[config.mk]
export PLATFORM = sky130hd
export DESIGN_NAME = triple_buffer_flip_tracker
export DESIGN_NICKNAME = d
export VERILOG_FILES = /design/src/rtl/core/tbft_pkg.sv /design/src/rtl/core/tbft_step.sv /design/src/rtl/core/tbft_skid.sv /design/src/rtl/core/triple_buffer_flip_tracker.sv
export SDC_FILE = /design/constraint.sdc
export NUM_CORES = 1
export LEC_CHECK = 0
export BUFFER_PORTS_ARGS = -buffer_cell sky130_fd_sc_hd__buf_2
export CAP_MARGIN = 20
export CORE_UTILIZATION = 40
export CTS_CLUSTER_DIAMETER = 50
export DETAILED_ROUTE_END_ITERATION = 16
export GPL_ROUTABILITY_DRIVEN = 0
export MAX_ROUTING_LAYER = met4
export PLACE_DENSITY = 0.62
export SETUP_SLACK_MARGIN = 0.02
export SKIP_LAST_GASP = 1
export SLEW_MARGIN = 10
export SYNTH_ARGS = -nofsm -noshare
export SYNTH_HDL_FRONTEND = slang
export SYNTH_SLANG_ARGS = --single-unit
[constraint.sdc]
create_clock -name i_clk -period 9.6 [get_ports i_clk]
set_clock_uncertainty 0.15 [all_clocks]
set_input_delay 0 -clock i_clk [delete_from_list [all_inputs] [get_ports i_clk]]
set_output_delay 0 -clock i_clk [all_outputs]
set_load 0.01 [all_outputs]
[src/rtl/core/tbft_pkg.sv]
// ----------------------------------------------------------------------------
// tbft_pkg
// Types, opcodes and the reconcile/free-buffer helpers of the triple-buffer
// flip tracker.
// ----------------------------------------------------------------------------
`default_nettype none

package tbft_pkg;

    localparam logic [2:0] OP_STATUS   = 3'd0;
    localparam logic [2:0] OP_CPU_FLIP = 3'd1;
    localparam logic [2:0] OP_GPU_ACK  = 3'd2;
    localparam logic [2:0] OP_VBLANK   = 3'd3;
    localparam logic [2:0] OP_VSYNC    = 3'd4;

    // display index that carries no information
    localparam logic [1:0] IDX_NONE = 2'd3;

    typedef struct packed {
        logic [2:0]  opcode;
        logic        sampled_pending;
        logic [1:0]  sampled_display;
        logic        flipped_valid;
        logic [1:0]  flipped_index;
        logic        fence_done;
        logic        irq_pending;
        logic [63:0] timestamp;
    } t_tbft_req;

    typedef struct packed {
        logic [1:0]  draw_index;
        logic        swap_request;
        logic [1:0]  swap_index;
        logic [1:0]  display_index;
        logic        ready_valid;
        logic [1:0]  ready_index;
        logic [31:0] vblank_total;
        logic [31:0] present_total;
        logic [1:0]  last_presented;
        logic [63:0] present_time;
    } t_tbft_res;

    typedef struct packed {
        logic [1:0]  shown;
        logic [1:0]  drawing;
        logic [1:0]  queued;
        logic        queued_valid;
        logic        kick_seen;
        logic        uncounted;
        logic [31:0] vblank_cnt;
        logic [31:0] present_cnt;
        logic [1:0]  presented;
        logic [63:0] vblank_time;
        logic [63:0] present_stamp;
    } t_tbft_state;

    localparam t_tbft_state STATE_RESET = '{
        shown:         2'd0,
        drawing:       2'd1,
        queued:        2'd0,
        queued_valid:  1'b0,
        kick_seen:     1'b0,
        uncounted:     1'b0,
        vblank_cnt:    32'd0,
        present_cnt:   32'd0,
        presented:     2'd0,
        vblank_time:   64'd0,
        present_stamp: 64'd0
    };

    function automatic t_tbft_state tbft_reconcile(
        input t_tbft_state s,
        input logic        pend,
        input logic [1:0]  disp,
        input logic        irq,
        input logic [63:0] now
    );
        t_tbft_state r;
        r = s;
        if (disp != IDX_NONE) begin
            r.shown = disp;
        end
        if (pend) begin
            r.kick_seen = 1'b1;
        end
        if (r.queued_valid && !pend && (r.queued == r.shown || r.kick_seen) &&
            r.uncounted) begin
            r.present_cnt = r.present_cnt + 32'd1;
            r.presented   = r.queued;
            if (irq) begin
                r.present_stamp = now;
            end else if (r.vblank_time != 64'd0) begin
                r.present_stamp = r.vblank_time;
            end else begin
                r.present_stamp = now;
            end
            r.uncounted = 1'b0;
        end
        if (r.queued_valid && r.queued == r.shown) begin
            r.queued_valid = 1'b0;
            r.kick_seen    = 1'b0;
        end else if (r.queued_valid && r.kick_seen && !pend) begin
            r.shown        = r.queued;
            r.queued_valid = 1'b0;
            r.kick_seen    = 1'b0;
        end
        return r;
    endfunction

    // lowest buffer that is neither shown nor queued
    function automatic logic [1:0] tbft_free_buffer(input t_tbft_state s);
        logic [1:0] idx;
        logic       found;
        idx   = s.drawing;
        found = 1'b0;
        for (int i = 0; i < 3; i++) begin
            if (!found && 2'(i) != s.shown && !(s.queued_valid && 2'(i) == s.queued)) begin
                idx   = 2'(i);
                found = 1'b1;
            end
        end
        return idx;
    endfunction

endpackage

`default_nettype wire

[src/rtl/core/tbft_step.sv]
// ----------------------------------------------------------------------------
// tbft_step
// Next-state and result logic for one request, from the current buffer
// roles and the request's single status sample.
// ----------------------------------------------------------------------------
`default_nettype none

module tbft_step
    import tbft_pkg::*;
(
    input  var t_tbft_state i_state,
    input  var t_tbft_req   i_req,
    output t_tbft_state     o_state,
    output t_tbft_res       o_res
);

    t_tbft_state s;
    logic        sreq;
    logic [1:0]  sidx;
    logic [1:0]  prev_draw;

    always_comb begin
        s         = i_state;
        sreq      = 1'b0;
        sidx      = 2'd0;
        prev_draw = 2'd0;
        unique case (i_req.opcode)
            OP_CPU_FLIP: begin
                s = tbft_reconcile(s, i_req.sampled_pending, i_req.sampled_display,
                                   i_req.irq_pending, i_req.timestamp);
                sreq        = 1'b1;
                sidx        = s.drawing;
                s.kick_seen = 1'b1;
                prev_draw   = s.drawing;
                if (s.queued_valid) begin
                    s.drawing = s.queued;
                end else begin
                    s.drawing = 2'd3 - s.shown - prev_draw;
                end
                s.queued       = prev_draw;
                s.queued_valid = 1'b1;
                s.uncounted    = 1'b1;
            end
            OP_GPU_ACK: begin
                s = tbft_reconcile(s, i_req.sampled_pending, i_req.sampled_display,
                                   i_req.irq_pending, i_req.timestamp);
                if (i_req.flipped_valid) begin
                    s = tbft_reconcile(s, i_req.sampled_pending, i_req.sampled_display,
                                       i_req.irq_pending, i_req.timestamp);
                    if (!i_req.fence_done) begin
                        sreq = 1'b1;
                        sidx = i_req.flipped_index;
                    end
                    s.queued       = i_req.flipped_index;
                    s.queued_valid = 1'b1;
                    s.uncounted    = 1'b1;
                    s.kick_seen    = 1'b1;
                    s = tbft_reconcile(s, i_req.sampled_pending, i_req.sampled_display,
                                       i_req.irq_pending, i_req.timestamp);
                    s.drawing = tbft_free_buffer(s);
                end
            end
            OP_VBLANK: begin
                s.vblank_cnt  = s.vblank_cnt + 32'd1;
                s.vblank_time = i_req.timestamp;
                s = tbft_reconcile(s, i_req.sampled_pending, i_req.sampled_display,
                                   i_req.irq_pending, i_req.timestamp);
            end
            OP_VSYNC: begin
                s = tbft_reconcile(s, i_req.sampled_pending, i_req.sampled_display,
                                   i_req.irq_pending, i_req.timestamp);
                sreq = 1'b1;
                sidx = s.shown;
            end
            default: begin
                s = tbft_reconcile(s, i_req.sampled_pending, i_req.sampled_display,
                                   i_req.irq_pending, i_req.timestamp);
            end
        endcase
    end

    assign o_state = s;

    always_comb begin
        o_res.draw_index     = s.drawing;
        o_res.swap_request   = sreq;
        o_res.swap_index     = sidx;
        o_res.display_index  = s.shown;
        o_res.ready_valid    = s.queued_valid;
        o_res.ready_index    = s.queued_valid ? s.queued : 2'd0;
        o_res.vblank_total   = s.vblank_cnt;
        o_res.present_total  = s.present_cnt;
        o_res.last_presented = s.presented;
        o_res.present_time   = s.present_stamp;
    end

endmodule

`default_nettype wire

[src/rtl/core/tbft_skid.sv]
// ----------------------------------------------------------------------------
// tbft_skid
// Result register with one skid entry; keeps results in order while the
// receiver stalls.
// ----------------------------------------------------------------------------
`default_nettype none

module tbft_skid
    import tbft_pkg::*;
(
    input  var logic      i_clk,
    input  var logic      i_rst_n,
    input  var logic      i_push,
    input  var t_tbft_res i_data,
    output logic          o_space,
    output logic          o_valid,
    input  var logic      i_ready,
    output t_tbft_res     o_data
);

    logic      r_out_valid;
    logic      r_skid_valid;
    t_tbft_res r_out;
    t_tbft_res r_skid;

    always_ff @(posedge i_clk) begin
        if (!i_rst_n) begin
            r_out_valid  <= 1'b0;
            r_skid_valid <= 1'b0;
        end else if (!r_out_valid || i_ready) begin
            if (r_skid_valid) begin
                r_out_valid  <= 1'b1;
                r_skid_valid <= 1'b0;
            end else begin
                r_out_valid <= i_push;
            end
        end else if (i_push) begin
            r_skid_valid <= 1'b1;
        end
    end

    always_ff @(posedge i_clk) begin
        if (!r_out_valid || i_ready) begin
            if (r_skid_valid) begin
                r_out <= r_skid;
            end else if (i_push) begin
                r_out <= i_data;
            end
        end else if (i_push) begin
            r_skid <= i_data;
        end
    end

    assign o_space = !r_skid_valid;
    assign o_valid = r_out_valid;
    assign o_data  = r_out;

endmodule

`default_nettype wire

[src/rtl/core/triple_buffer_flip_tracker.sv]
// ----------------------------------------------------------------------------
// triple_buffer_flip_tracker
// Tracks the shown, drawn and queued roles of three frame buffers.
//
// Request channel (i_req_valid / o_req_ready / i_req): one event per request,
// carrying the opcode and a single sampled swap status used for every
// reconcile of that request.
// Result channel (o_res_valid / i_res_ready / o_res): exactly one result per
// request, in request order.
// Throughput: one request per cycle while o_req_ready is high; the roles
// and counters update in the same edge that takes the request, so the next
// request sees them at once. Each result is registered on its way out.
// Stall: a result register plus one skid entry; o_req_ready drops only when
// both are full and recovers as soon as the receiver takes a result.
// Reset: drawing buffer 1, all other roles, counters and stamps zero, no
// result pending.
// ----------------------------------------------------------------------------
`default_nettype none

module triple_buffer_flip_tracker
    import tbft_pkg::*;
(
    input  var logic      i_clk,
    input  var logic      i_rst_n,
    input  var logic      i_req_valid,
    output logic          o_req_ready,
    input  var t_tbft_req i_req,
    output logic          o_res_valid,
    input  var logic      i_res_ready,
    output t_tbft_res     o_res
);

    t_tbft_state r_state;
    t_tbft_state n_state;
    t_tbft_res   step_res;
    logic        push;

    assign push = i_req_valid && o_req_ready;

    tbft_step u_step (
        .i_state (r_state),
        .i_req   (i_req),
        .o_state (n_state),
        .o_res   (step_res)
    );

    always_ff @(posedge i_clk) begin
        if (!i_rst_n) begin
            r_state <= STATE_RESET;
        end else if (push) begin
            r_state <= n_state;
        end
    end

    tbft_skid u_skid (
        .i_clk   (i_clk),
        .i_rst_n (i_rst_n),
        .i_push  (push),
        .i_data  (step_res),
        .o_space (o_req_ready),
        .o_valid (o_res_valid),
        .i_ready (i_res_ready),
        .o_data  (o_res)
    );

endmodule

`default_nettype wire

==> After elaboration in Yosys (flattened, before gate mapping) <==
Cells that the tools add are included.
{ "op_classes": {"addsub": 6, "n_mul": 0, "div_mod_pow": 0, "magnitude_cmp": 0, "n_eq_ne": 18, "shifts": 0, "n_mux": 103, "bitwise": 5, "n_reduce_logical": 71} }
{ "op_table": {"columns": ["cell", "n"], "rows": [
  ["$pmux 203 s4", 1],
  ["$mux 64", 9],
  ["$mux 34", 10],
  ["$mux 140", 2],
  ["$mux 203", 1],
  ["$add 32x1->32 const B", 4],
  ["$mux 2", 52],
  ["$reduce_bool 64->1", 1],
  ["$logic_and 1x1->1", 43],
  ["$mux 1", 26],
  ["$eq 2x2->1", 7],
  ["$logic_not 1->1", 8],
  ["$logic_or 1x1->1", 8],
  ["$eq 3x2->1 const B", 2],
  ["$pmux 2 s3", 1],
  ["$not 1->1", 5],
  ["$reduce_and 5->1", 1],
  ["$reduce_bool 5->1", 1],
  ["$ne 2x1->1 const B", 2],
  ["$reduce_and 2->1", 2],
  ["$reduce_and 4->1", 1],
  ["$reduce_bool 2->1", 2],
  ["$reduce_or 2->1", 2],
  ["$reduce_or 4->1", 1],
  ["other kinds (11)", 11]
]} }
{ "totals": {"reg_bits": 485, "latch_bits": 0, "mem_bits_rw": 0, "mem_bits_ro": 0, "inputBits": 79, "elab_cells": 236, "n_memories": 0} }

==> Logic depth before layout (Yosys ltp) <==
Gate-level depths: netlist of run 1.
{ "logic_depth": {"depth_word": 42, "mapped_depth": 16} }

==> By module <==
A second synthesis of run 1 with hierarchy kept.
{ "hier_totals": {"hier_cells": 2674, "hier_area_um2": 26609.3} }
{ "modules_own_cells": {"columns": ["mod", "n_inst", "cells_per_inst", "area_each_um2", "seq_area_each_um2"], "rows": [
  ["tbft_skid", 1, 445, 10457.5, 8448.1],
  ["triple_buffer_flip_tracker", 1, 927, 8115.3, 4063.9],
  ["tbft_step", 1, 1302, 8036.5, 0.0]
]} }

==> Worst setup path after synthesis of run 1 <==
No wires, ideal clock.
{ "synth_timing": {"kind": "flip-flop to flip-flop", "startpoint": "reg u_skid.r_skid_valid", "endpoint": "reg u_skid.r_skid[0] in the netlist's numbering, enable pin", "arrival_time_ps": 6765, "required_ps": 8809, "setup_slack_ps": 2044, "stages_incl_launch_ff": 6, "path_buffers": 2, "synth_period_minus_slack_ps": 7556, "path_cell_list": "dfxtp_1 > inv_1 > nand2_1 > clkbuf_1 > clkbuf_1 > nor2_1"} }
{ "synth_via": {"elab_chain_len": 3} }
{ "synth_lines": {"columns": ["element", "line_no", "source"], "rows": [
  ["start, declared", "tbft_skid.sv:22", "logic r_skid_valid;"],
  ["start signal, assigned", "tbft_skid.sv:29", "r_skid_valid <= 1'b0;"],
  ["start signal, assigned", "tbft_skid.sv:33", "r_skid_valid <= 1'b0;"],
  ["start signal, assigned", "tbft_skid.sv:38", "r_skid_valid <= 1'b1;"],
  ["$logic_not 1->1", "tbft_skid.sv:54", "assign o_space = !r_skid_valid;"],
  ["$logic_and 1x1->1", "triple_buffer_flip_tracker.sv:38", "assign push = i_req_valid && o_req_ready;"],
  ["$reduce_and 2->1 (no source line)", null, null],
  ["end signal, assigned", "tbft_skid.sv:50", "r_skid <= i_data;"],
  ["end, declared", "tbft_skid.sv:24", "t_tbft_res r_skid;"]
]} }
No other way between the ends.
A chain may end at the register's enable or synchronous reset.

==> Final worst setup path of run 1 <==
{ "layout_timing": {"startpoint": "reg r_state[198] in the netlist's numbering", "endpoint": "reg u_skid.r_out (netlist bit u_skid.o_data[87]) (data pin)"} }
{ "layout_via": {"elab_chain_len": 22, "elab_cells_between_ends": 65} }
{ "layout_lines": {"columns": ["element", "line_no", "source"], "rows": [
  ["start, declared", "triple_buffer_flip_tracker.sv:33", "t_tbft_state r_state;"],
  ["start signal, assigned", "triple_buffer_flip_tracker.sv:51", "r_state <= n_state;"],
  ["branches (longest 19 deep; another with $add 32x1->32)", null, null],
  ["$pmux 203 s4 *", "tbft_step.sv:27", "unique case (i_req.opcode)"],
  ["$mux 140 *", "tbft_skid.sv:46", "end else if (i_push) begin"],
  ["$mux 140 *", "tbft_skid.sv:44", "if (r_skid_valid) begin"],
  ["end signal, assigned", "tbft_skid.sv:45", "r_out <= r_skid;"],
  ["end signal, assigned", "tbft_skid.sv:47", "r_out <= i_data;"],
  ["end, declared", "tbft_skid.sv:23", "t_tbft_res r_out;"]
]} }
Every way passes the cells marked *. The select of a mux whose other input is x is not followed.

==> results.ini, run 1 <==
[drt]
routedWlPerCell_um = 19.6
vias_per_cell = 5.68
route.detailed.drc = 0
drt_pass1_iterations = 9
drt_iter0_drc = 2028
antenna_left = 0
wl_mm = 66.5
vias = 19246

[place]
placed_cell_area_um2 = 25500
portBuffers = 220
dpl.hpwl_mm = 40.9
pre_cts_slack_ps = 5070

[synthesis]
yosys.area_share.simple = 0.164
synth_compound_area_frac = 0.127
yosysTopAreaCell = edfxtp_1
yosys.area_share.adder = 0.00210
syn_area_um2 = 23800
synth_mux_area_frac = 0.111
yosys-top-cells-area = edfxtp_1 (35%), dfxtp_1 (17%), mux2_2 (8.5%), nand2_1 (4.3%), nor2_1 (3.8%)
synth_ff_type = edfxtp_1
synth_top_area_frac = 0.353
postSynth.asyncResetShare = 0
ys_ff_latch = 485
yosysUniqueCellTypes = 88
synth_top_family_by_area = simple AND/OR/NAND/NOR gates
syn_area_per_cell_um2 = 10.2
synth_nets = 2419
netlist_instances = 2336
ys_seq_area_frac = 0.525
synth_edf_count = 280
synth_xor_area_frac = 0.0371
ys_warn_count = 0

[sta]
slew_violations = 0
finalSetupTns_ps = 0
rsz0062_at_grt = false
final.setup.worst_slack_ps = 4910
min_period_ps = 4690
fin_crit_sh = 0.489
slew_headroom = 0.227
hold_violations = 0
fmax_mhz = 213
setup-violations-final = 0
worst_slew_pin_slew_ps = 1160

[setup_path]
cp.depth = 9
critPathMaxFanout = 14
cp_top_family = simple AND/OR/NAND/NOR gates
rr_worst_depth = 9
arrival_ps = 4910
crit_chain = xnor2_1 -> a32oi_1 -> o21bai_1 -> o21ai_1 -> o22a_1 -> nor3_1 -> nand4_1 -> or4_1 -> o221a_2
crit-reg2reg-capture = u_skid.o_data[87]
crit_end = u_skid.o_data[87]
cp-start-kind = flop
cp_slowest_stage_delay_ps = 800
criticalPathCategory = flop to flop
cp-end-kind = flop
crit_path_start = r_state[198]
worst-path-buf-inv = 0
cp_slowest_cell = o21bai_1
r2r-start = r_state[198]
required_ps = 9810
reg2reg_slack_ps = 4910

[global_routing]
grt_pass1_wl_mm = 104
met2_usage = 0.346
antenna_found_initial = 8
use_met3 = 0.0378
top_usage_layer = met2
use_met1 = 0.293
overflow = 0
grt_pass1_vias = 18643
grt_max_degree = 105
grt.total_usage = 0.222

[clock_network]
numCtsBuffers = 60
clk_latency_ps = 640
cts_sinks = 485
cts_tree = yes
htreeDepth = 2
clkTransAtPathRegs_ps = 60
cts_root_buf = clkbuf_16
clockBufferDepth = 3
cts_resized = 0

[job]
drv_cap = 0

[final_layout]
finalCoreUtilization = 0.485
stdcell_area_um2 = 28600
final_cell_mix = edfxtp_1 (280), nand2_1 (274), nor2_1 (241)
regArea_um2 = 12500
nFillCells = 5272
final_common_cell = edfxtp_1
drive_gt1_frac = 0.215
fin_nets = 2639
syn_to_final_growth_pct = 19.8
multiInputGateArea_um2 = 10600

[power_and_ir_drop]
swShare = 0.246
seqPwrFrac = 0.448
intPower_mw = 3.95
p_leak_nw = 10.1
power_density_nw_per_um2 = 184
clock_power_share = 0.458
ir_worst_vdd_mv = 0.152
p_sw_mw = 1.29
combPwrFrac = 0.094
power_mw = 5.24

[floorplanning]
start_util = 0.405
die_area_um2 = 60600
die_width_um = 246
core_area_um2 = 58900
ioPinCount = 221
die_h_um = 246
rows = 89

[worst_hold_path]
worstHoldPathType = input port to flop

[run_status]
status = completed

==> what timing repair did <==
action / in CTS / in global routing
buffers inserted: 0 / 0
hold endpoints to repair: 295 / 0
hold buffers: 88 / 0
==> layout make-up <==
| class | instances | share of cell area |
|---|---|---|
| inverters | 26 | 0.00377 |
| repair buffers | 333 | 0.0767 |
| diodes | 9 | 0.000789 |
| multi-input cells | 1650 | 0.372 |
| flip-flops and latches | 485 | 0.438 |
| clock buffers | 77 | 0.0566 |
| well taps | 773 | 0.0339 |
| clock inverters | 37 | 0.0181 |
==> layer usage <==
| layer | share of wire | wire, um | vias up |
|---|---|---|---|
| met5 | 0 | 0 | - |
| met4 | 0.024 | 1590 | 0 |
| met3 | 0.071 | 4710 | 121 |
| met2 | 0.46 | 30900 | 754 |
| met1 | 0.44 | 29300 | 9275 |
| li1 | - | - | 9096 |
==> synthesized netlist by cell type, types with 29 or more instances <==
cell type,n
mux2i_1,63
edfxtp_1,280
mux2_2,180
nor2_1,244
xnor2_1,64
a222oi_1,59
nor3_1,98
clkbuf_1,134
nor4_1,29
nand2_1,276
a21oi_1,121
o21ai_0,120
xor2_1,37
nand3_1,77
dfxtp_1,205
==> cells by family after synthesis <==
kind of cell,after synthesis
buf+inv,201
xor+xnor,101
fa+ha+maj,4
flops,485
mux,243
simple gates,851
compound gates,451
==> worst min-delay path by stage <==
stage / from / slack, ps / depth (start not counted) / endpoint
floorplan: i_req[36] / -10 / 2 / r_state[100]
global route: i_req[46] / 30 / 4 / r_state[110]
finish: i_req[28] / 30 / 4 / r_state[92]
CTS: i_req[35] / 1 / 4 / r_state[99]
global placement: i_req[59] / 110 / 3 / r_state[123]
detailed placement: i_req[50] / 120 / 3 / r_state[114]
==> sequential cells by signal, summed over array words and instances, names as in the netlist <==
| name | cells |
|---|---|
| u_skid.o_valid | 1 |
| u_skid.r_skid_valid | 1 |
| u_skid.o_data | 140 |
| u_skid.r_skid | 140 |
| r_state | 203 |
==> power by group through the flow <==
stage	clock network (mW)	registers, mW	logic, mW
after floorplan	0	2.41	0.273
after global placement	0	2.39	0.448
after detailed placement	0	2.39	0.457
after CTS	2.45	2.35	0.491
after global routing	2.54	2.36	0.535
final	2.40	2.35	0.492
==> worst reg2reg max path, delay by kind of cell (launching register included) <==
family          cells  cell delay, ps
compound gates      5            1610
flops               1             560
simple gates        3            1940
xor+xnor            1             170
==> metrics by stage <==
step / cells / hold slack (ps)
after floorplan: 2336 / -14.0
after global placement: 3178 / 110
after detailed placement: 3178 / 118
after CTS: 3380 / 1.25
after global routing: 3389 / 34.6
final: 3390 / 28.5
Power figures use the tool's default switching activity.
==> run 2, diff against run 1 <==
- PLACE_DENSITY: 0.62 -> 0.65
- clock period: 9.6 -> 4.3 ns (I/O delays scaled with it)
==> run 2 against run 1 <==
  * Sequential share of layout area down 0.28 points
  * First-iteration DRC count grew 9.6%
  * Critical path depth is 2 higher
  * Register-to-register slack worse by 4600 ps
  * Flip-flop and latch count did not move
  * Count of clock-buffer cells in the layout down 6
  * Cell area grew 0.65%
  * Critical path type unchanged
  * Largest cell class unchanged
  * Highest routed layer unchanged
==> results.ini, run 2 (synthesis gave the netlist of run 1 again) <==
[run_status]
status = completed

[setup_path]
crit_chain = xnor2_1 -> a32oi_1 -> o21ba_4 -> a21oi_4 -> mux2_2 -> ha_1 -> o2111ai_1 -> or3_1 -> or4_4 -> and2_4 -> mux2_2
crit-reg2reg-capture = u_skid.o_data[82]
r2r-start = r_state[198]
criticalPathCategory = flop to flop
cp_slowest_cell = dfxtp_1
required_ps = 4510  ; -5300 ps
rr_worst_depth = 11  ; +2
reg2reg_slack_ps = 300  ; -4610 ps
cp-end-kind = flop
cp-start-kind = flop
cp_slowest_stage_delay_ps = 570  ; -230 ps
critPathMostFrequentCell = mux2_2
critPathMaxFanout = 15  ; +1
arrival_ps = 4210  ; -700 ps

[sta]
rsz0062_at_grt = false
worst_slew_pin_slew_ps = 942  ; -218 ps
hold_violations = 0  ; unchanged
finalSetupTns_ps = 0  ; unchanged
fin_crit_sh = 0.931  ; +0.442
setup-violations-final = 0  ; unchanged
min_period_ps = 4000  ; -688 ps
fmax_mhz = 250  ; +17%
slew_headroom = 0.372  ; +0.145
slew_violations = 0  ; unchanged

[final_layout]
largest_register_ffs = 203  ; unchanged
finalCoreUtilization = 0.488  ; +0.00314
syn_to_final_growth_pct = 20.5
final_cell_mix = edfxtp_1 (280), nand2_1 (274), nor2_1 (241)
drive_gt1_frac = 0.225  ; +0.00999
final_common_cell = edfxtp_1
regMostFlops = r_state
fin_nets = 2663  ; +0.91%

[drt]
antenna_left = 0  ; unchanged
drt_pass1_iterations = 12  ; +3
vias = 19530  ; +1.5%
route.detailed.drc = 0  ; unchanged
vias_per_cell = 5.73  ; +0.88%
drt_iter0_drc = 2223  ; +9.6%
wl_mm = 67.6  ; +1.7%
routedWlPerCell_um = 19.8  ; +1.1%

[power_and_ir_drop]
p_leak_nw = 10.2  ; +1.0%
ir_worst_vdd_mv = 0.288  ; +89%
power_density_nw_per_um2 = 401  ; +120%

[floorplanning]
die_h_um = 246  ; unchanged
core_area_um2 = 58900  ; unchanged
die_width_um = 246  ; unchanged
die_area_um2 = 60600  ; unchanged
ioPinCount = 221  ; unchanged
start_util = 0.405  ; unchanged
rows = 89  ; unchanged

[place]
dpl.hpwl_mm = 42.3  ; +3.4%
portBuffers = 220  ; unchanged

[clock_network]
cts_root_buf = clkbuf_16
clkTransAtPathRegs_ps = 60  ; about the same
clockBufferDepth = 3  ; unchanged
numCtsBuffers = 58  ; -3.3%
cts_setup_buffers = 0  ; unchanged
cts_sinks = 485  ; unchanged
clk_latency_ps = 630  ; about the same
cts_tree = yes
htreeDepth = 2  ; unchanged

[job]
drv_cap = 0  ; unchanged

[worst_hold_path]
worstHoldPathType = input port to flop
hp-start = i_req[32]
min_delay_path_depth = 4  ; unchanged
min_delay_worst_endpoint = r_state[96]

[global_routing]
grt_pass1_wl_mm = 105  ; +0.63%
grt_max_degree = 102  ; -2.9%
grt_pass1_vias = 18927  ; +1.5%
overflow = 0  ; unchanged
antenna_found_initial = 5  ; -3
grt.total_usage = 0.225  ; +0.00238

run 2: how the worst max path moves through the flow:
| stage | start | endpoint | slack [ps] | depth (start not counted) |
|---|---|---|---|---|
| after CTS | r_state[198] | u_skid.o_data[82] | 230 | 11 |
| final | r_state[198] | u_skid.o_data[82] | 300 | 11 |
| after global routing | r_state[198] | u_skid.o_data[86] | 140 | 11 |
| after floorplan | r_state[198] | u_skid.o_data[86] | 200 | 16 |
| after global placement | r_state[198] | u_skid.o_data[86] | 320 | 11 |
| after detailed placement | r_state[198] | u_skid.o_data[86] | 240 | 11 |
run 2: per-stage QoR:
stage,cell area (um^2),hold slack [ps],setup WS [ps],power [mW],cells
3_5_place_dp,25800,119,240,6.38,3207
6_report,28700,26.4,296,11.5,3410
5_1_grt,28700,35.5,137,11.9,3407
3_3_place_gp,25800,110,321,6.35,3206
4_1_cts,28700,0.502,228,11.6,3403
2_1_floorplan,23900,-14.0,198,5.98,2336
run 2: cell type report:
| class | count | area (um^2) |
|---|---|---|
| well taps | 773 | 967 |
| flip-flops and latches | 485 | 12500 |
| fillers | 5293 | 30200 |
| clock inverters | 39 | 494 |
| repair buffers | 359 | 2470 |
| multi-input cells | 1650 | 10600 |
| inverters | 26 | 108 |
| clock buffers | 71 | 1550 |
| diodes | 7 | 17.5 |
run 2: where the power goes:
group | switching [mW] | total (mW) | internal [mW]
registers | 0.106 | 5.24 | 5.14
clock network | 2.12 | 5.17 | 3.05
logic | 0.667 | 1.11 | 0.445
run 2: worst max-delay path: cells and delay by family (launching register included):
kind / cells / cell delay, ps
mux: 2 / 500
xor+xnor: 1 / 160
compound gates: 4 / 960
flops: 1 / 570
fa+ha+maj: 1 / 190
simple gates: 3 / 1220
run 2: per-layer routing:
layer	GRT usage	routed length (um)	part of all wire	up-vias
met3	0.0373	5250	0.078	126
met2	0.364	32300	0.48	828
li1	-	-	-	9119
met5	-	0	0	-
met4	0.0659	1520	0.023	0
met1	0.287	28500	0.42	9457
run 2: what timing repair did:
| item | CTS | global route |
|---|---|---|
| hold endpoints to repair | 324 | 0 |
| gates resized for setup | 0 | 1 |
| endpoints found under the setup margin | 0 | 4 |
| hold buffers | 86 | 0 |
